File: src/rtl/core/bzc_pkg.sv
// shared types and constants for the back-emf zero-crossing commutator
// no dependencies, compiled before every module of the block
package bzc_pkg;

   localparam int SAMPLE_BITS_DEF = 12;
   localparam int FIELD_W         = 12;
   localparam int STEP_W          = 3;
   localparam int COUNT_W         = 8;

   localparam logic [STEP_W-1:0]  STEP_1 = 3'd1;
   localparam logic [STEP_W-1:0]  STEP_2 = 3'd2;
   localparam logic [STEP_W-1:0]  STEP_3 = 3'd3;
   localparam logic [STEP_W-1:0]  STEP_4 = 3'd4;
   localparam logic [STEP_W-1:0]  STEP_5 = 3'd5;
   localparam logic [STEP_W-1:0]  STEP_6 = 3'd6;
   localparam logic [STEP_W-1:0]  STEP_FIRST = STEP_1;
   localparam logic [STEP_W-1:0]  STEP_LAST  = STEP_6;

   localparam logic [COUNT_W-1:0] LIMIT_RESET = 8'd3;

   typedef struct packed {
      logic [FIELD_W-1:0] phase_a_sample;
      logic [FIELD_W-1:0] phase_b_sample;
      logic [FIELD_W-1:0] phase_c_sample;
   } bzc_req_type;

   typedef struct packed {
      logic               commutate;
      logic [STEP_W-1:0]  step_now;
      logic [COUNT_W-1:0] qualify_count;
   } bzc_rsp_type;

   typedef struct packed {
      logic [STEP_W-1:0]  step;
      logic [COUNT_W-1:0] count;
   } bzc_state_type;

endpackage

File: src/rtl/core/bzc_step_unit.sv
// zero-crossing detect, filter counter and step advance for one sample triple
// depends on bzc_pkg
module bzc_step_unit #(
   parameter int SAMPLE_BITS = bzc_pkg::SAMPLE_BITS_DEF
) (
   input  bzc_pkg::bzc_req_type        sample_data,
   input  bzc_pkg::bzc_state_type      state_cur,
   input  logic [bzc_pkg::COUNT_W-1:0] filter_limit,
   output bzc_pkg::bzc_state_type      state_next,
   output bzc_pkg::bzc_rsp_type        result
);
   import bzc_pkg::*;

   localparam int USE_BITS = (SAMPLE_BITS < FIELD_W) ? SAMPLE_BITS : FIELD_W;
   localparam int SUM_W    = SAMPLE_BITS + 2;

   logic [SAMPLE_BITS-1:0] a_val, b_val, c_val;
   logic [SUM_W-1:0]       sum_val, a_x3, b_x3, c_x3;
   logic                   a_above, b_above, c_above;
   logic                   a_below, b_below, c_below;
   logic                   hit, step_ok, fire;

   assign a_val = SAMPLE_BITS'(sample_data.phase_a_sample[USE_BITS-1:0]);
   assign b_val = SAMPLE_BITS'(sample_data.phase_b_sample[USE_BITS-1:0]);
   assign c_val = SAMPLE_BITS'(sample_data.phase_c_sample[USE_BITS-1:0]);

   assign sum_val = SUM_W'(a_val) + SUM_W'(b_val) + SUM_W'(c_val);
   assign a_x3    = (SUM_W'(a_val) << 1) + SUM_W'(a_val);
   assign b_x3    = (SUM_W'(b_val) << 1) + SUM_W'(b_val);
   assign c_x3    = (SUM_W'(c_val) << 1) + SUM_W'(c_val);

   // floor(sum/3) > x  <=>  sum >= 3x+3 ; floor(sum/3) < x  <=>  sum < 3x
   assign a_above = sum_val >= (a_x3 + SUM_W'(3));
   assign b_above = sum_val >= (b_x3 + SUM_W'(3));
   assign c_above = sum_val >= (c_x3 + SUM_W'(3));
   assign a_below = sum_val < a_x3;
   assign b_below = sum_val < b_x3;
   assign c_below = sum_val < c_x3;

   always_comb begin
      hit     = 1'b0;
      step_ok = 1'b1;
      unique case (state_cur.step)
         STEP_1: hit = c_above;
         STEP_2: hit = b_below;
         STEP_3: hit = a_above;
         STEP_4: hit = c_below;
         STEP_5: hit = b_above;
         STEP_6: hit = a_below;
         default: step_ok = 1'b0;
      endcase
   end

   always_comb begin
      fire       = 1'b0;
      state_next = state_cur;
      if (step_ok && hit) begin
         if (state_cur.count == filter_limit) begin
            fire             = 1'b1;
            state_next.count = '0;
            state_next.step  = (state_cur.step == STEP_LAST) ? STEP_FIRST
                                                             : state_cur.step + STEP_W'(1);
         end else begin
            state_next.count = state_cur.count + COUNT_W'(1);
         end
      end else begin
         state_next.count = '0;
      end
   end

   assign result.commutate     = fire;
   assign result.step_now      = state_next.step;
   assign result.qualify_count = state_next.count;

endmodule

File: src/rtl/core/bemf_zero_cross_commutator.sv
// top level of the back-emf zero-crossing commutator: input register,
// step unit, result register; depends on bzc_pkg and bzc_step_unit
//
//   port group  | direction | payload
//   req_        | in        | bzc_req_type, three phase samples
//   rsp_        | out       | bzc_rsp_type, commutate, step, count
//   csr_        | in        | filter_limit, 8 bit
//
// rsp_valid rises once a req transfer has passed the input register and been written
// into the result register; one item per cycle sustained while rsp_ready stays high,
// since the compare and counter update in the step unit are combinational
// synchronous reset: step 1, counter 0, limit 3, both stages empty
// an rsp stall fills the input stage, then drops req_ready
module bemf_zero_cross_commutator #(
   parameter int SAMPLE_BITS = bzc_pkg::SAMPLE_BITS_DEF
) (
   input  logic                        clock,
   input  logic                        reset,
   input  logic                        req_valid,
   output logic                        req_ready,
   input  bzc_pkg::bzc_req_type        req_data,
   output logic                        rsp_valid,
   input  logic                        rsp_ready,
   output bzc_pkg::bzc_rsp_type        rsp_data,
   input  logic                        csr_valid,
   output logic                        csr_ready,
   input  logic [bzc_pkg::COUNT_W-1:0] csr_data
);
   import bzc_pkg::*;

   logic                in_vld_ff, in_vld_in;
   bzc_req_type         in_data_ff;
   logic                rsp_vld_ff, rsp_vld_in;
   bzc_rsp_type         rsp_data_ff, rsp_data_in;
   bzc_state_type       state_ff, state_in;
   logic [COUNT_W-1:0]  limit_ff;
   logic                advance;

   bzc_step_unit #(
      .SAMPLE_BITS(SAMPLE_BITS)
   ) u_step (
      .sample_data  (in_data_ff),
      .state_cur    (state_ff),
      .filter_limit (limit_ff),
      .state_next   (state_in),
      .result       (rsp_data_in)
   );

   assign advance   = in_vld_ff && (!rsp_vld_ff || rsp_ready);
   assign req_ready = !in_vld_ff || advance;
   assign csr_ready = 1'b1;
   assign rsp_valid = rsp_vld_ff;
   assign rsp_data  = rsp_data_ff;

   always_comb begin
      in_vld_in = in_vld_ff;
      if (req_ready) begin
         in_vld_in = req_valid;
      end
      rsp_vld_in = rsp_vld_ff;
      if (advance) begin
         rsp_vld_in = 1'b1;
      end else if (rsp_ready) begin
         rsp_vld_in = 1'b0;
      end
   end

   always_ff @(posedge clock) begin
      if (reset) begin
         in_vld_ff  <= 1'b0;
         rsp_vld_ff <= 1'b0;
         state_ff   <= '{step: STEP_FIRST, count: '0};
         limit_ff   <= LIMIT_RESET;
      end else begin
         in_vld_ff  <= in_vld_in;
         rsp_vld_ff <= rsp_vld_in;
         if (advance) begin
            state_ff <= state_in;
         end
         if (csr_valid) begin
            limit_ff <= csr_data;
         end
      end
   end

   // payload registers
   always_ff @(posedge clock) begin
      if (req_valid && req_ready) begin
         in_data_ff <= req_data;
      end
      if (advance) begin
         rsp_data_ff <= rsp_data_in;
      end
   end

endmodule

File: config.mk
export PLATFORM = sky130hd
export DESIGN_NAME = bemf_zero_cross_commutator
export DESIGN_NICKNAME = d
export VERILOG_FILES = /design/src/rtl/core/bzc_pkg.sv /design/src/rtl/core/bzc_step_unit.sv /design/src/rtl/core/bemf_zero_cross_commutator.sv
export SDC_FILE = /design/constraint.sdc
export NUM_CORES = 1
export LEC_CHECK = 0
export ABC_CLOCK_PERIOD_IN_PS = 5500
export BUFFER_PORTS_ARGS = -buffer_cell sky130_fd_sc_hd__buf_2
export CAP_MARGIN = 40
export CORE_UTILIZATION = 56
export DETAILED_ROUTE_END_ITERATION = 12
export PLACE_DENSITY_LB_ADDON = 0.2
export SLEW_MARGIN = 20
export SYNTH_ARGS = -nofsm -noshare
export SYNTH_HDL_FRONTEND = slang
export SYNTH_SLANG_ARGS = --single-unit
File: constraint.sdc
create_clock -name clock -period 5.5 [get_ports clock]
set_input_delay 0.275 -clock clock [delete_from_list [all_inputs] [get_ports clock]]
set_output_delay 0.275 -clock clock [all_outputs]
set_load 0.02 [all_outputs]
; Word-level counts from Yosys, hierarchy flattened
; Cells that the tools add are included.
[word_totals]
register_bits = 69
latch_bits = 0
ram_bits = 0
romBits = 0
input_bits = 49
output_inout_bits = 15
wordCells = 53
memories = 0
[op_classes]
add_sub_neg = 10
multipliers = 0
div = 0
order_cmp = 6
eq_ne = 7
shift = 0
n_mux = 10
bitwise = 0
n_reduce_logical = 9
[op_table]
columns = operator, count
row1 = adder 13 x 12 -> 14 bit, 3
row2 = adder 14 x 2 -> 14 bit (second input constant), 3
row3 = >= comparator 14 bit, 3
row4 = less-than comparator 14 bit, 3
row5 = two-way mux 8 bit, 2
row6 = adder 14 x 12 -> 14 bit, 1
row7 = adder 12 x 12 -> 13 bit, 1
row8 = == test 3 bit (second input constant), 3
row9 = two-way mux 3 bit, 3
row10 = adder 8 x 1 -> 8 bit (second input constant), 1
row11 = == test 8 bit, 1
row12 = == test 3 x 2 -> 1 bit (second input constant), 2
row13 = case mux 1 bit (6 select lines), 1
row14 = OR reduction 6 bit, 1
row15 = two-way mux 1 bit, 4
row16 = adder 3 x 1 -> 3 bit (second input constant), 1
row17 = == test 3 x 1 -> 1 bit (second input constant), 1
row18 = logical AND 1 bit, 3
row19 = zero test 1 bit, 2
row20 = logical OR 1 bit, 2
row21 = nonzero test 2 bit, 1

; Depth between registers and ports, before layout
[logic_depth]
word_depth = 6
mapped_depth = 30
mapped_depth_nobuf = 29

; Hierarchy
; From an unflattened synthesis, not the netlist that was laid out.
[unflattened]
cells_unflattened = 798
hier_area_um2 = 7547.2
[by_module_without_submodules]
columns = mod, instances, cells_per_inst, area_per_inst_um2, seq_area_each_um2
row1 = bzc_step_unit, 1, 665, 5230.0, 0.0
row2 = bemf_zero_cross_commutator, 1, 133, 2317.2, 1861.8

; Least setup slack after synthesis
; No wires, ideal clock.
[synth_timing]
path_kind = register -> register
start = register in_data_ff[24] (netlist name)
end = register state_ff[2] (netlist name)
setup_ps = 122
arrival_ps = 5486
t_required_ps = 5378
slack_ps = -108
stages_incl_launch_ff = 28
n_path_buf = 1
synth_period_minus_slack_ps = 5608
cell_sequence = edfxtp_1 -> ha_1 -> a21o_1 -> a21oi_1 -> o21ai_0 -> a21oi_1 -> o21ai_0 -> a21oi_1 -> o21ai_0 -> or2_2 -> xor2_1 -> ha_1 -> and2_1 -> a311o_1 -> a21oi_1 -> a21boi_1 -> o21a_1 -> ha_1 -> a2111oi_0 -> o21ai_0 -> a211oi_1 -> a211oi_1 -> a21oi_1 -> o211ai_2 -> o21ai_2 -> buf_4 -> nor3_1 -> a311o_1
[synth_between]
elab_chain_len = 6
word_cells_on_any_way = 13
classes_between = 4 x add/sub / 6 x order compare / 2 x mux / 1 x reduce/logical
[synth_rtl]
columns = element, line
row1 = from (decl), bemf_zero_cross_commutator.sv:32  ; bzc_req_type in_data_ff;
row2 = from (signal assigned), bemf_zero_cross_commutator.sv:89  ; in_data_ff <= req_data;
row3 = adder 13 x 12 -> 14 bit / adder 12 x 12 -> 13 bit (equally long branches), "bzc_step_unit.sv:28, bzc_step_unit.sv:27"
row4 = adder 14 x 2 -> 14 bit / adder 14 x 12 -> 14 bit (equally long branches), "bzc_step_unit.sv:33, bzc_step_unit.sv:27"
row5 = ">= comparator 14 bit, or another cell as far along", bzc_step_unit.sv:33  ; assign a_above = sum_val >= (a_x3 + SUM_W'(3));
row6 = case mux 1 bit (6 select lines) (*), bzc_step_unit.sv:43  ; unique case (state_cur.step)
row7 = logical AND 1 bit (*), bzc_step_unit.sv:57  ; if (step_ok && hit) begin
row8 = two-way mux 8 bit (*), bzc_step_unit.sv:57
row9 = to (signal assigned), bemf_zero_cross_commutator.sv:72  ; state_ff <= '{step: STEP_FIRST, count: '0};
row10 = to (signal assigned), bemf_zero_cross_commutator.sv:78  ; state_ff <= state_in;
row11 = to (decl), bemf_zero_cross_commutator.sv:35  ; bzc_state_type state_ff, state_in;
; Every way passes the cells marked *; elsewhere a longest branch is shown, timed or not.
; A chain may end at the register's enable or synchronous reset.

; Worst setup path in the final report
[layout_timing]
start = register in_data_ff[13] (netlist name)
end = register state_ff[1] (netlist name)
[layout_between]
elab_chain_len = 6
word_cells_on_any_way = 13
classes_between = 4 x add/sub / 6 x order compare / 2 x mux / 1 x reduce/logical
[layout_rtl]
columns = element, line
row1 = adder 13 x 12 -> 14 bit / adder 12 x 12 -> 13 bit (equally long branches), "bzc_step_unit.sv:29, bzc_step_unit.sv:27"
row2 = adder 14 x 2 -> 14 bit / adder 14 x 12 -> 14 bit (equally long branches), "bzc_step_unit.sv:34, bzc_step_unit.sv:27"
row3 = ">= comparator 14 bit, or another cell as far along", bzc_step_unit.sv:34  ; assign b_above = sum_val >= (b_x3 + SUM_W'(3));
row4 = case mux 1 bit (6 select lines) (*), bzc_step_unit.sv:43
row5 = logical AND 1 bit (*), bzc_step_unit.sv:57
row6 = two-way mux 8 bit (*), bzc_step_unit.sv:57
; Marks and branches as above.

==> impl_metrics.csv <==
group,metric,value,unit
clocking,worstSkewPairLatency,0.36,ns
sta,finalSetupViolations,23,
sta,tightest_slew,0.7552,ns
sta,fin_crit,5.850,ns
clocking,numCtsBuffers,9,
placement,place.gp.congestion,0.9114,
die,initial_core_util,0.5853,
global_route,gr-total-overflow,0,
synth,netlist_instances,820,
sta,hold_viol_final,0,
global_route,grt_pass1_wl,30960,um
synth,synth-seq-cells,69,
synth,async_flop_share,0,
min_path,min_path_type,"in2reg",
setup_path,cp_data_arrival_time,6.14,ns
job,maxCapViolCount,0,
setup_path,cp_common_cell,"a21oi_2",
global_route,grt_pass1_vias,6781,
synth,synth.avg_cell_area,9.154,um2
clocking,cts.sinks,69,
sta,drv_slew,0,
routing,wire_per_inst,17.84,um
sta,finalCritPeriodShare,1.064,
layout,layout-drive-gt1-share,0.2651,
global_route,grt_max_degree,37,
pwr,p_leak,4.257,nW
synth,seq_area_frac_synth,0.2480,
pwr,powerDensity,354.2,nW/um2
clocking,cts_tree,"built",
die,die_w,117.8,um
pwr,peakVddDrop,0.2960,mV
sta,fin_skew,0.01101,ns
clocking,root_buffer,"clkbuf_16",
setup_path,end_kind,"flip-flop",
die,core-area,12820,um2
run_status,violations,"negative setup slack",
routing,drc,0,
layout,final_nets,1173,
routing,ant_nets,0,
synth,postSynth.topFlopCell,"edfxtp_1",
sta,fmax,0.1710,GHz
synth,synth_top_area_frac,0.2450,
synth,yosys.cell_count.top_type,"ha_1",
die,rows,41,
setup_path,worstPathRequired,5.79,ns
synth,syn_nets,1021,
setup_path,slowest_delay,0.50,ns
routing,drt_first_pass_iters,5,
layout,area.growth.synth_to_final,27.65,%
clocking,clock_path_buffers,2,
global_route,track_usage,0.2782,
setup_path,path_max_fanout,5,
placement,place_worst_setup_slack,-0.8041,ns
synth,yosys.cell_types.count,68,
die,io_pins,64,
synth,syn_area,7506,um2
synth,synth_common_cells,"ha_1 (147), xnor2_1 (67), inv_1 (64), a21oi_1 (61), nor2_1 (50)",
setup_path,worstSetupPathType,"reg2reg",
placement,hpwl,14610,um
sta,finalWorstSetupSlack,-0.3496,ns
pwr,total_power,3.394,mW
clocking,cts_htree_levels,3,
sta,slew_headroom,0.4929,
routing,routed_via_density,5.976,
routing,wl,20490,um
die,die_h,117.8,um
global_route,antenna_found_initial,0,
setup_path,cpMaxStageDelayCell,"or4_4",
placement,port_buffers,62,
die,dieArea,13870,um2
routing,via_count,6866,
setup_path,worstSetupStartpointType,"flip-flop",
synth,yosys_warnings,0,
sta,grt_setup_unrepaired,"true",
synth,synth_area_leaders,"ha_1 (25%), edfxtp_1 (19%), xnor2_1 (7.8%), dfxtp_1 (5.6%), a21oi_1 (4.1%)",
setup_path,crit_buf_inv,1,
setup_path,crit_family,"compound AO/OA/AOI/OAI gates",
run_status,status,"finished, violations left",
synth,synth_edf_count,48,
clocking,path_clk_slew,0.06,ns
synth,synth_area_leader_cell,"ha_1",
routing,first_iter_violations,410,
layout,antenna_cells,0,
clocking,ctsHoldBuffers,0,
cell families (layout without fill, tap and decap cells):
family	after synthesis	in the layout	share of synthesized area
flip-flops	69	69	0.2480
multiplexers	10	10	0.01334
other	1	1	0.0004996
AND/OR/NAND/NOR	205	205	0.1364
XOR/XNOR	98	98	0.1154
AO/OA/AOI/OAI	209	210	0.1879
adder cells (fa/ha/maj)	153	153	0.2599
buffers and inverters	75	231	0.03867
power by group:
group	internal [mW]	leakage (nW)	switching (mW)	total, mW
Combinational	0.999	3.46	1.14	2.14
Sequential	0.586	0.635	0.0259	0.612
Clock	0.387	0.161	0.254	0.641
Total	1.97	4.26	1.42	3.39
path summary, 6_finish.rpt:
path	from	endpoint	slack [ns]	cells after the start
setup / recovery	in_data_ff[13]	state_ff[1]	-0.35	28
hold / removal	req_data[25]	in_data_ff[25]	0.09	1
setup reg to reg	in_data_ff[13]	state_ff[1]	-0.35	28
hold reg to reg	limit_ff[0]	limit_ff[0]	0.50	2
cells in the final DEF, fill, tap and decap left out, types with 10 or more instances in the layout:
cell type  Yosys  layout
clkbuf_16      0      10
o21ai_0       36      20
ha_4           0      12
buf_4          2      76
dfxtp_1       21      21
o211ai_1      10      10
xnor2_1       67      63
nand3_1       21      20
nor2_1        50      45
a21oi_1       61      48
mux2i_1       10      10
inv_1         64      63
nor3_1        19      19
nand4_1       10      10
a21oi_2        0      12
nand2_1       40      38
ha_1         147     133
buf_6          0      13
a21o_1        26      26
or3_1         14      13
xor2_1        30      26
buf_2          1      62
edfxtp_1      48      48
layer usage:
layer / share of wire / wire, um / up-vias / track usage
met5: 0 / 0 / - / 0
met4: 0.030 / 611 / 0 / 0.1154
met3: 0.051 / 1044 / 52 / 0.04990
met2: 0.48 / 9931 / 219 / 0.4757
met1: 0.43 / 8907 / 3274 / 0.3432
li1: - / - / 3321 / -
worst register-to-register path: cells and delay by family (launching register included):
family	cells	cell delay, ns
xor gates and xnor gates	1	0.18
and+or+nand+nor	5	1.39
DFF	1	0.42
AOI/OAI and AO/OA	18	2.77
adders and majority gates	3	0.87
buffers and inverters	1	0.16
registers in the layout, indices dropped and copies added (netlist names):
name        flops
rsp_data       12
in_data_ff     36
limit_ff        8
state_ff       11
in_vld_ff       1
rsp_valid       1
final cells by class:
type	count	area, um2
sequential	69	1862
tap	172	215.2
fill	901	3243
clock inverter	6	73.82
multi-input combinational	677	5913
timing repair buffer	151	1027
inverter	64	240.2
clock buffer	10	250.2
stage by stage:
| stage | TNS, ns | hold slack (ns) | std cells | util | instance area, um2 |
|---|---|---|---|---|---|
| floorplan | -0.04477 | 0.3739 | 820 | - | 7523 |
| global placement | -11.03 | 0.4509 | 1100 | 0.6568 | 8423 |
| detailed placement | -16.85 | 0.4531 | 1100 | 0.6568 | 8423 |
| CTS | -3.261 | 0.08285 | 1131 | 0.7042 | 9031 |
| global route | -12.55 | 0.08258 | 1149 | 0.7471 | 9582 |
| finish | -5.993 | 0.08991 | 1149 | 0.7471 | 9582 |
timing repair:
| action | in CTS | in global routing |
|---|---|---|
| setup endpoints to repair | 23 | 23 |
| gates cloned | 0 | 1 |
| gates resized for setup | 49 | 76 |
| setup buffers | 15 | 18 |
| pin swaps | 34 | 75 |
Power figures use the tool's default switching activity.
